**config.mk**
```make
export PLATFORM = sky130hd
export DESIGN_NAME = max_priority_queue_linear_scan
export DESIGN_NICKNAME = d
export VERILOG_FILES = /design/src/rtl/mpq_pkg.sv /design/src/rtl/mpq_ram.sv /design/src/rtl/max_priority_queue_linear_scan.sv
export SDC_FILE = /design/constraint.sdc
export NUM_CORES = 1
export LEC_CHECK = 0
export ABC_CLOCK_PERIOD_IN_PS = 6600
export BUFFER_PORTS_ARGS = -buffer_cell sky130_fd_sc_hd__clkbuf_2
export CAP_MARGIN = 20
export CORE_MARGIN = 3
export CORE_UTILIZATION = 40
export DETAILED_ROUTE_END_ITERATION = 6
export GPL_TIMING_DRIVEN = 0
export HOLD_SLACK_MARGIN = 0.05
export PLACE_DENSITY = 0.56
export SETUP_SLACK_MARGIN = 0.2
export SLEW_MARGIN = 0
export SYNTH_ARGS = -nofsm -noshare
export SYNTH_HDL_FRONTEND = slang
export SYNTH_SLANG_ARGS = --single-unit
```
**constraint.sdc**
```tcl
create_clock -name clk -period 6.6 [get_ports clk]
set_input_delay 0.33 -clock clk [delete_from_list [all_inputs] [get_ports clk]]
set_output_delay 0.33 -clock clk [all_outputs]
set_load 0.02 [all_outputs]
```
**src/rtl/mpq_pkg.sv**
```systemverilog
// ----------------------------------------------------------------------------
// mpq_pkg
// Types, codes and sizes shared by the max priority queue modules.
// ----------------------------------------------------------------------------
`default_nettype none

package mpq_pkg;

  localparam int DEF_CAPACITY = 16;
  localparam int ID_W         = 16;
  localparam int PRIO_W       = 8;

  typedef struct packed {
    logic [ID_W-1:0]   id;
    logic [PRIO_W-1:0] prio;
  } entry_t;

  localparam int ENTRY_W = $bits(entry_t);

  localparam logic MODE_INSERT = 1'b0;
  localparam logic MODE_REMOVE = 1'b1;

  typedef enum logic [1:0] {
    ST_INSERTED = 2'd0,
    ST_REMOVED  = 2'd1,
    ST_EMPTY    = 2'd2,
    ST_FULL     = 2'd3
  } status_t;

  typedef enum logic [1:0] {
    S_IDLE,
    S_SCAN,
    S_SHIFT
  } state_t;

endpackage

`default_nettype wire

```
**src/rtl/mpq_ram.sv**
```systemverilog
// ----------------------------------------------------------------------------
// mpq_ram
// Generic single-write, single-read RAM with a registered read port.
// ----------------------------------------------------------------------------
`default_nettype none

module mpq_ram #(
  parameter int WIDTH = 8,
  parameter int DEPTH = 16
) (
  input  logic                     clk,
  input  logic                     wr_en,
  input  logic [$clog2(DEPTH)-1:0] wr_addr,
  input  logic [WIDTH-1:0]         wr_data,
  input  logic                     rd_en,
  input  logic [$clog2(DEPTH)-1:0] rd_addr,
  output logic [WIDTH-1:0]         rd_data
);

  logic [WIDTH-1:0] mem [DEPTH];

  always_ff @(posedge clk) begin
    if (wr_en) begin
      mem[wr_addr] <= wr_data;
    end
    if (rd_en) begin
      rd_data <= mem[rd_addr];
    end
  end

endmodule

`default_nettype wire

```
**src/rtl/max_priority_queue_linear_scan.sv**
```systemverilog
// ----------------------------------------------------------------------------
// max_priority_queue_linear_scan
// Bounded priority queue kept in insertion order in one RAM. A remove scans
// every entry with one comparator and then closes up the tail.
// ----------------------------------------------------------------------------
//
//   Channel   Handshake     Words
//   command   start / busy  mode, process_id, priority_req
//   result    done          status, out_id, out_priority
//
// An insert, a remove from an empty queue and an insert into a full queue
// give their result in the cycle after acceptance and leave busy low.
// A remove of one of n entries scans all n through the single RAM read port,
// then moves each entry behind the removed one down by one place; the result
// comes in the same cycle that busy falls.
// Reset empties the queue at once; the RAM contents are not cleared.
// The result strobe cannot be stalled; a new command may start in its cycle.
// ----------------------------------------------------------------------------
`default_nettype none

module max_priority_queue_linear_scan #(
  parameter int CAPACITY = mpq_pkg::DEF_CAPACITY
) (
  input  logic                        clk,
  input  logic                        rst,
  input  logic                        start,
  output logic                        busy,
  input  logic                        mode,
  input  logic [mpq_pkg::ID_W-1:0]    process_id,
  input  logic [mpq_pkg::PRIO_W-1:0]  priority_req,
  output logic                        done,
  output logic [1:0]                  status,
  output logic [mpq_pkg::ID_W-1:0]    out_id,
  output logic [mpq_pkg::PRIO_W-1:0]  out_priority
);

  import mpq_pkg::*;

  localparam int IDX_W = $clog2(CAPACITY);
  localparam int CNT_W = $clog2(CAPACITY + 1);

  state_t           state, state_next;
  logic [CNT_W-1:0] count, count_next;
  logic [IDX_W-1:0] rcv, rcv_next;
  logic [IDX_W-1:0] best_idx, best_idx_next;
  entry_t           best, best_next;

  logic             done_next;
  status_t          status_next;
  logic [ID_W-1:0]  res_id_next;
  logic [PRIO_W-1:0] res_prio_next;

  logic             rd_en, wr_en;
  logic [IDX_W-1:0] rd_addr, wr_addr;
  entry_t           rd_data, wr_data;

  logic             accept, full, empty;
  logic [CNT_W-1:0] count_m1;
  logic [IDX_W-1:0] last_idx;
  logic             take, scan_last, tail;
  logic [IDX_W-1:0] best_idx_sel;
  entry_t           best_sel;

  assign busy      = (state != S_IDLE);
  assign accept    = start && !busy;
  assign full      = (count == CNT_W'(CAPACITY));
  assign empty     = (count == '0);
  assign count_m1  = count - CNT_W'(1);
  assign last_idx  = count_m1[IDX_W-1:0];

  // The first entry seeds the scan; a later one wins only when strictly larger.
  assign take         = (rcv == '0) || (rd_data.prio > best.prio);
  assign best_idx_sel = take ? rcv : best_idx;
  assign best_sel     = take ? rd_data : best;
  assign scan_last    = (rcv == last_idx);
  assign tail         = (best_idx_sel == last_idx);

  mpq_ram #(
    .WIDTH (ENTRY_W),
    .DEPTH (CAPACITY)
  ) u_store (
    .clk     (clk),
    .wr_en   (wr_en),
    .wr_addr (wr_addr),
    .wr_data (wr_data),
    .rd_en   (rd_en),
    .rd_addr (rd_addr),
    .rd_data (rd_data)
  );

  always_comb begin
    state_next = state;
    case (state)
      S_IDLE: begin
        if (accept && (mode == MODE_REMOVE) && !empty) begin
          state_next = S_SCAN;
        end
      end
      S_SCAN: begin
        if (scan_last) begin
          state_next = tail ? S_IDLE : S_SHIFT;
        end
      end
      S_SHIFT: begin
        if (rcv == last_idx) begin
          state_next = S_IDLE;
        end
      end
      default: state_next = S_IDLE;
    endcase
  end

  always_comb begin
    rd_en         = 1'b0;
    rd_addr       = rcv + IDX_W'(1);
    wr_en         = 1'b0;
    wr_addr       = rcv - IDX_W'(1);
    wr_data       = rd_data;
    count_next    = count;
    rcv_next      = rcv;
    best_next     = best;
    best_idx_next = best_idx;
    done_next     = 1'b0;
    status_next   = ST_INSERTED;
    res_id_next   = '0;
    res_prio_next = '0;
    case (state)
      S_IDLE: begin
        if (accept) begin
          done_next = 1'b1;
          if (mode == MODE_INSERT) begin
            if (full) begin
              status_next = ST_FULL;
            end else begin
              wr_en        = 1'b1;
              wr_addr      = count[IDX_W-1:0];
              wr_data.id   = process_id;
              wr_data.prio = priority_req;
              count_next   = count + CNT_W'(1);
              status_next  = ST_INSERTED;
            end
          end else if (empty) begin
            status_next = ST_EMPTY;
          end else begin
            done_next = 1'b0;
            rd_en     = 1'b1;
            rd_addr   = '0;
            rcv_next  = '0;
          end
        end
      end
      S_SCAN: begin
        best_next     = best_sel;
        best_idx_next = best_idx_sel;
        if (!scan_last) begin
          rd_en    = 1'b1;
          rd_addr  = rcv + IDX_W'(1);
          rcv_next = rcv + IDX_W'(1);
        end else if (tail) begin
          done_next     = 1'b1;
          status_next   = ST_REMOVED;
          res_id_next   = best_sel.id;
          res_prio_next = best_sel.prio;
          count_next    = count_m1;
        end else begin
          rd_en    = 1'b1;
          rd_addr  = best_idx_sel + IDX_W'(1);
          rcv_next = best_idx_sel + IDX_W'(1);
        end
      end
      S_SHIFT: begin
        wr_en   = 1'b1;
        wr_addr = rcv - IDX_W'(1);
        wr_data = rd_data;
        if (rcv == last_idx) begin
          done_next     = 1'b1;
          status_next   = ST_REMOVED;
          res_id_next   = best.id;
          res_prio_next = best.prio;
          count_next    = count_m1;
        end else begin
          rd_en    = 1'b1;
          rd_addr  = rcv + IDX_W'(1);
          rcv_next = rcv + IDX_W'(1);
        end
      end
      default: begin
      end
    endcase
  end

  always_ff @(posedge clk) begin
    if (rst) begin
      state <= S_IDLE;
      count <= '0;
      done  <= 1'b0;
    end else begin
      state <= state_next;
      count <= count_next;
      done  <= done_next;
    end
  end

  always_ff @(posedge clk) begin
    rcv          <= rcv_next;
    best         <= best_next;
    best_idx     <= best_idx_next;
    status       <= status_next;
    out_id       <= res_id_next;
    out_priority <= res_prio_next;
  end

endmodule

`default_nettype wire

```
# Word level (Yosys, flattened, before mapping)
# Memories as Yosys holds them, arrays and structs flattened. A register that Yosys moved wholly into a read port is not among the register bits.
# Cells that the tools add are included.
[word_totals]
regBits = 66
ramBits = 384
memories = 1
in_bits = 28
out_inout_bits = 28
wordCells = 118
[op_classes]
addsub = 5
eq_ne = 16
magnitude_cmp = 1
mux = 71
n_reduce_logical = 14
[mem_list]
columns = ["memory", "depth", "width", "rd", "rd_ports_with_merged_regs", "write_ports", "line", "source"]
rows = [
  ["u_store.mem", 16, 24, 1, 1, 1, "mpq_ram.sv:20", "logic [WIDTH-1:0] mem [DEPTH];"],
]
[ops]
columns = ["op", "n"]
rows = [
  ["24-bit two-way mux", 5],
  ["4-bit two-way mux", 16],
  ["16-bit two-way mux", 3],
  ["16-bit case mux with 2 select lines", 1],
  ["5-bit two-way mux", 6],
  ["8-bit two-way mux", 3],
  ["1-bit two-way mux", 20],
  ["2-bit inequality test, second input constant", 10],
  ["2-bit two-way mux", 8],
  ["8-bit case mux with 2 select lines", 1],
  ["5-bit case mux with 3 select lines", 1],
  ["2-bit case mux with 3 select lines", 2],
  ["4-bit case mux with 3 select lines", 1],
  ["4-bit by 1-bit adder with 4-bit output, second input constant", 2],
  ["4-bit equality test", 2],
  ["8-bit greater-than comparator", 1],
  ["4-bit case mux with 2 select lines", 1],
  ["7-bit AND reduction", 1],
  ["1-bit case mux with 3 select lines", 2],
  ["6-bit AND reduction", 1],
  ["5-bit by 1-bit adder with 5-bit output, second input constant", 1],
  ["5-bit equality test, second input constant", 1],
  ["5-bit zero test", 1],
  ["5-bit by 1-bit subtractor with 5-bit output, second input constant", 1],
  ["other kinds (13)", 16],
]

# Longest topological paths before layout
[depth]
word_depth = 7
mapped_depth = 18
ltp_nobuf = 15

# Hierarchy
# A second synthesis with hierarchy kept.
[hier_totals]
hier_cells = 1103
area_unflattened_um2 = 19110.8
[by_module_without_submodules]
columns = ["module", "cells_per_inst", "seq_area_each_um2", "instances", "area_per_inst_um2"]
rows = [
  ["mpq_ram", 636, 12251.8, 1, 15170.8],
  ["max_priority_queue_linear_scan", 467, 1641.6, 1, 3940.0],
]

# Worst setup path before layout
# No wires, ideal clock.
[synth_timing]
path_kind = "reg2reg"
startpoint = "register u_store.rd_data[7], read port of u_store.mem"
endpoint = "register u_store.rd_data[10], read port of u_store.mem (data pin)"
period_less_slack_ns = 3.719
setup_time_ns = 0.261
path_stages_with_launch = 17
slack_ns = 2.881
n_path_buf = 3
t_arrival_ns = 3.458
path_cell_list = "edfxtp_1 -> ha_1 -> nand4_1 -> nor2_1 -> a211o_1 -> nand2_2 -> nor2_4 -> clkbuf_1 -> o21ai_0 -> ha_1 -> nand2_1 -> o211ai_2 -> buf_6 -> clkbuf_4 -> mux4_2 -> mux2i_1 -> mux2i_1"
[synth_between]
elab_chain_len = 7
[synth_rtl]
columns = ["item", "line", "source"]
rows = [
  ["start, declared", "mpq_ram.sv:17", "output logic [WIDTH-1:0] rd_data"],
  ["8-bit greater-than comparator (*)", "max_priority_queue_linear_scan.sv:72", "assign take = (rcv == '0) || (rd_data.prio > best.prio);"],
  ["1-bit logical OR (*)", "max_priority_queue_linear_scan.sv:72", ""],
  ["4-bit two-way mux (*)", "max_priority_queue_linear_scan.sv:73", "assign best_idx_sel = take ? rcv : best_idx;"],
  ["via best_idx_sel[1]", "max_priority_queue_linear_scan.sv:61", "logic [IDX_W-1:0] best_idx_sel;"],
  ["4-bit by 1-bit adder with 4-bit output / 4-bit equality test (equally long branches)", "max_priority_queue_linear_scan.sv:167, max_priority_queue_linear_scan.sv:76", ""],
  ["4-bit two-way mux / 1-bit two-way mux (equally long branches)", "max_priority_queue_linear_scan.sv:159", "end else if (tail) begin"],
  ["4-bit two-way mux / 1-bit two-way mux (equally long branches)", "max_priority_queue_linear_scan.sv:155", "if (!scan_last) begin"],
  ["4-bit case mux with 2 select lines / 1-bit case mux with 3 select lines (equally long branches)", "max_priority_queue_linear_scan.sv:127", "case (state)"],
]
# The timed path passes the listed nets; every way through them passes the cells marked *.
# A chain may end at the register's enable or synchronous reset.

# Worst setup path in the final report
[layout_timing]
startpoint = "register u_store.rd_data[7], read port of u_store.mem"
endpoint = "register u_store.rd_data[17], read port of u_store.mem (data pin)"
# Same word-level chain as after synthesis.

==> reports/results.tsv <==
stage	metric	value	unit
timing	slew_viol_final	0	
power_and_ir_drop	clockPowerShare	22.6	%
synth	synth_area_leaders	edfxtp_1, mux4_2, mux2i_1	
timing	skew	0.0266	ns
cells_and_area	drive_gt1_share	26.1	%
power_and_ir_drop	p_switching	0.00399	W
place	hpwlAfterDp	31.8	mm
timing	fmax	189	MHz
routing	firstDrtPassIters	7	
setup_path	critical-path-max-stage-delay	0.65	ns
place	gp_congestion	0.832	
routing	drc_errors	0	
synth	synth_nets	1132	
setup_path	crit_type	reg -> reg	
synth	synth-async-reset-ratio	0	%
routing	drt_iter0_drc	1190	
power_and_ir_drop	share_comb_of_total_power	39.6	%
cts	cts_tree	yes	
timing	grt_setup_unrepaired	no	
synth	syn_inst	1086	
cts	clock_path_buffers	3	
routing	drt_wl_total	49.4	mm
cells_and_area	fin_cells	1862	
timing	worst_pin_slew	1.07	ns
setup_path	critPathBufInv	3	
setup_path	cp_max_fo	10	
cts	cts_sinks	474	
cts	post-cts-setup-buffer-count	0	
global_route	grt.overflow.total	0	
run	max_cap_viol_count	0	
synth	yosys.area.top_type	edfxtp_1	
floorplanning	rows	80	
synth	syn_area	19500	µm²
synth	synth_top_cell_area_share	67.8	%
timing	hold_viol	0	
floorplanning	dieArea	51400	µm²
synth	yosysUniqueCellTypes	63	
cts	postCtsHoldBufs	0	
synth	synth_flop_cell	edfxtp_1	
cells_and_area	fin_util	47.0	%
power_and_ir_drop	p_sw_share	34.9	%
routing	viasPerCell	5.57	
setup_path	end_kind	flip-flop	
setup_path	cp-start-kind	flip-flop	
setup_path	cp_cell_sequence	ha_1 -> nand4_1 -> o21ai_1 -> nand2_2 -> nor2_4 -> clkbuf_1 -> o21ai_0 -> ha_1 -> nand2_1 -> o211ai_2 -> buf_6 -> buf_4 -> mux4_2 -> mux2i_1 -> mux2i_1	
timing	final.setup.tns	0	ns
global_route	grt_max_degree	30	
global_route	track_usage	19.6	%
cts	cts_root_buffer	clkbuf_16	
cells_and_area	n_antenna_cell	0	
setup_path	slowest_stage	clkbuf_1	
synth	synth_edf_count	440	
floorplanning	die_h	227	µm
power_and_ir_drop	p_per_area	507	nW/µm²
power_and_ir_drop	peakVddDrop	212	µV
routing	wl_per_cell	26.5	µm
power_and_ir_drop	p_leak	7.55	nW
cts	clock_latency	0.59	ns
timing	period_needed	5.28	ns
global_route	grt_pass1_vias	10325	
routing	vias	10369	
cts	cts_resized	0	
place	numPortBuffers	54	
synth	synth-seq-cells	474	
timing	max_slew_margin	28.5	%
cts	htreeDepth	2	
synth	ys_seq_area_share	71.3	%
cells_and_area	syn_to_final_growth	15.7	%
cells_and_area	final_net_count	1255	
power_and_ir_drop	pwr-share-seq	37.9	%
floorplanning	die_x	227	µm
cells_and_area	n_fill_cell	4046	
place	dp.cells	1773	
synth	ys_warn_count	0	
hold_path	worstHoldPathType	in -> reg	
floorplanning	core-area	47900	µm²
setup_path	cp.arrival	5.60	ns
setup_path	required	6.92	ns
synth	syn_area_per_cell	17.9	µm²
floorplanning	ioPinCount	56	
timing	fin_crit_sh	80.0	%
global_route	antenna_found_initial	0	
routing	postRouteAntennaNets	0	
power_and_ir_drop	power.internal	0.00744	W
cts	cts_buffers	49	
floorplanning	start_util	40.6	%
global_route	grt_pass1_wl	71.5	mm
status	status	finished clean	
timing	setup_viol	0	
setup_path	crit_family	buffers and inverters	
cts	clkTransAtPathRegs	0.06	ns
## registers in the layout, indices dropped and copies added, names as in the netlist
| register | count |
|---|---|
| out_id | 16 |
| u_store.rd_data | 24 |
| count | 5 |
| status | 2 |
| u_store.mem | 384 |
| best | 24 |
| best_idx | 4 |
| done | 1 |
| rcv | 4 |
| state | 2 |
| out_priority | 8 |
## area by class of cell
| class | count | area (µm²) | share of cell area (%) |
|---|---|---|---|
| Sequential cell | 474 | 13900 | 61.6 |
| Buffer | 54 | 338 | 1.50 |
| Clock buffer | 67 | 1330 | 5.92 |
| Multi-Input combinational cell | 541 | 5320 | 23.6 |
| Clock inverter | 22 | 139 | 0.616 |
| Timing Repair Buffer | 72 | 686 | 3.04 |
| Tap cell | 615 | 769 | 3.41 |
| Inverter | 17 | 63.8 | 0.283 |
## worst min-delay path, stage by stage
cell and delay [ns]:
clkbuf_2 0.11, or4b_2 0.12, a31oi_1 0.07
## Yosys cell counts, drive strengths merged, types with 8 or more instances
library cell  count
mux4             96
nand3            30
mux2i            73
dfxtp            34
nor2             37
nor3              8
ha               18
o21ai            13
inv              17
a21boi           26
clkbuf           22
nand2           125
a21oi            15
buf              32
mux2             25
edfxtp          440
## layer usage
layer | track usage [%] | wire (µm) | vias to the layer above | share of wire (%)
met5 | 0 | 0 | - | 0
met4 | 6.11 | 1530 | 0 | 3.1
met3 | 3.85 | 3330 | 83 | 6.7
met2 | 30.3 | 22900 | 350 | 46
met1 | 28.3 | 21600 | 5398 | 44
li1 | - | - | 4538 | -
## power groups by stage
stage                     sequential (W)  combinational (W)  clock (W)
after floorplan                  0.00431            0.00314          0
after global placement           0.00440            0.00436          0
after detailed placement         0.00439            0.00457          0
after CTS                        0.00433            0.00457    0.00263
after global routing             0.00436            0.00488    0.00276
final                            0.00433            0.00452    0.00258
## kinds of logic after synthesis
| kind of cell | count (synthesis) | share of synthesized area [%] |
|---|---|---|
| multiplexers | 194 | 16.3 |
| buffers and inverters | 71 | 2.06 |
| XOR/XNOR | 11 | 0.533 |
| adder cells (fa/ha/maj) | 18 | 1.16 |
| AO/OA/AOI/OAI | 85 | 3.10 |
| AND/OR/NAND/NOR | 233 | 5.51 |
| flip-flops | 474 | 71.3 |
## cells in the final DEF (no fill, tap or decap), types with 17 or more instances in the layout
| cell | Yosys | routed |
|---|---|---|
| nor2_1 | 35 | 19 |
| nor2_4 | 1 | 17 |
| dfxtp_1 | 34 | 34 |
| mux2_2 | 24 | 24 |
| nand2_1 | 124 | 124 |
| inv_1 | 17 | 17 |
| ha_1 | 18 | 17 |
| mux4_2 | 96 | 96 |
| clkbuf_16 | 0 | 49 |
| clkbuf_2 | 0 | 54 |
| a21boi_0 | 26 | 26 |
| mux2i_1 | 73 | 73 |
| clkbuf_1 | 19 | 33 |
| edfxtp_1 | 440 | 440 |
| nand3_1 | 30 | 30 |
## per-stage QoR
step | cell area [µm²] | total power (W) | worst slack [ns] | hold slack [ns]
3_3_place_gp | 20500 | 0.00876 | 0.494 | 0.506
5_1_grt | 22500 | 0.0120 | 1.03 | 0.116
6_report | 22500 | 0.0114 | 1.32 | 0.121
3_5_place_dp | 21100 | 0.00896 | 1.37 | 0.504
2_1_floorplan | 19500 | 0.00745 | 2.88 | 0.479
4_1_cts | 22500 | 0.0115 | 1.38 | 0.0793
## path summary, 6_finish.rpt
path / from / end / depth (start not counted) / slack [ns]
hold / removal: mode / status[0] / 3 / 0.12
setup reg to reg: u_store.rd_data[7] / u_store.rd_data[17] / 15 / 1.32
setup / recovery: u_store.rd_data[7] / u_store.rd_data[17] / 15 / 1.32
hold reg to reg: count[4] / count[4] / 2 / 0.52
(Power assumes the default switching activity.)
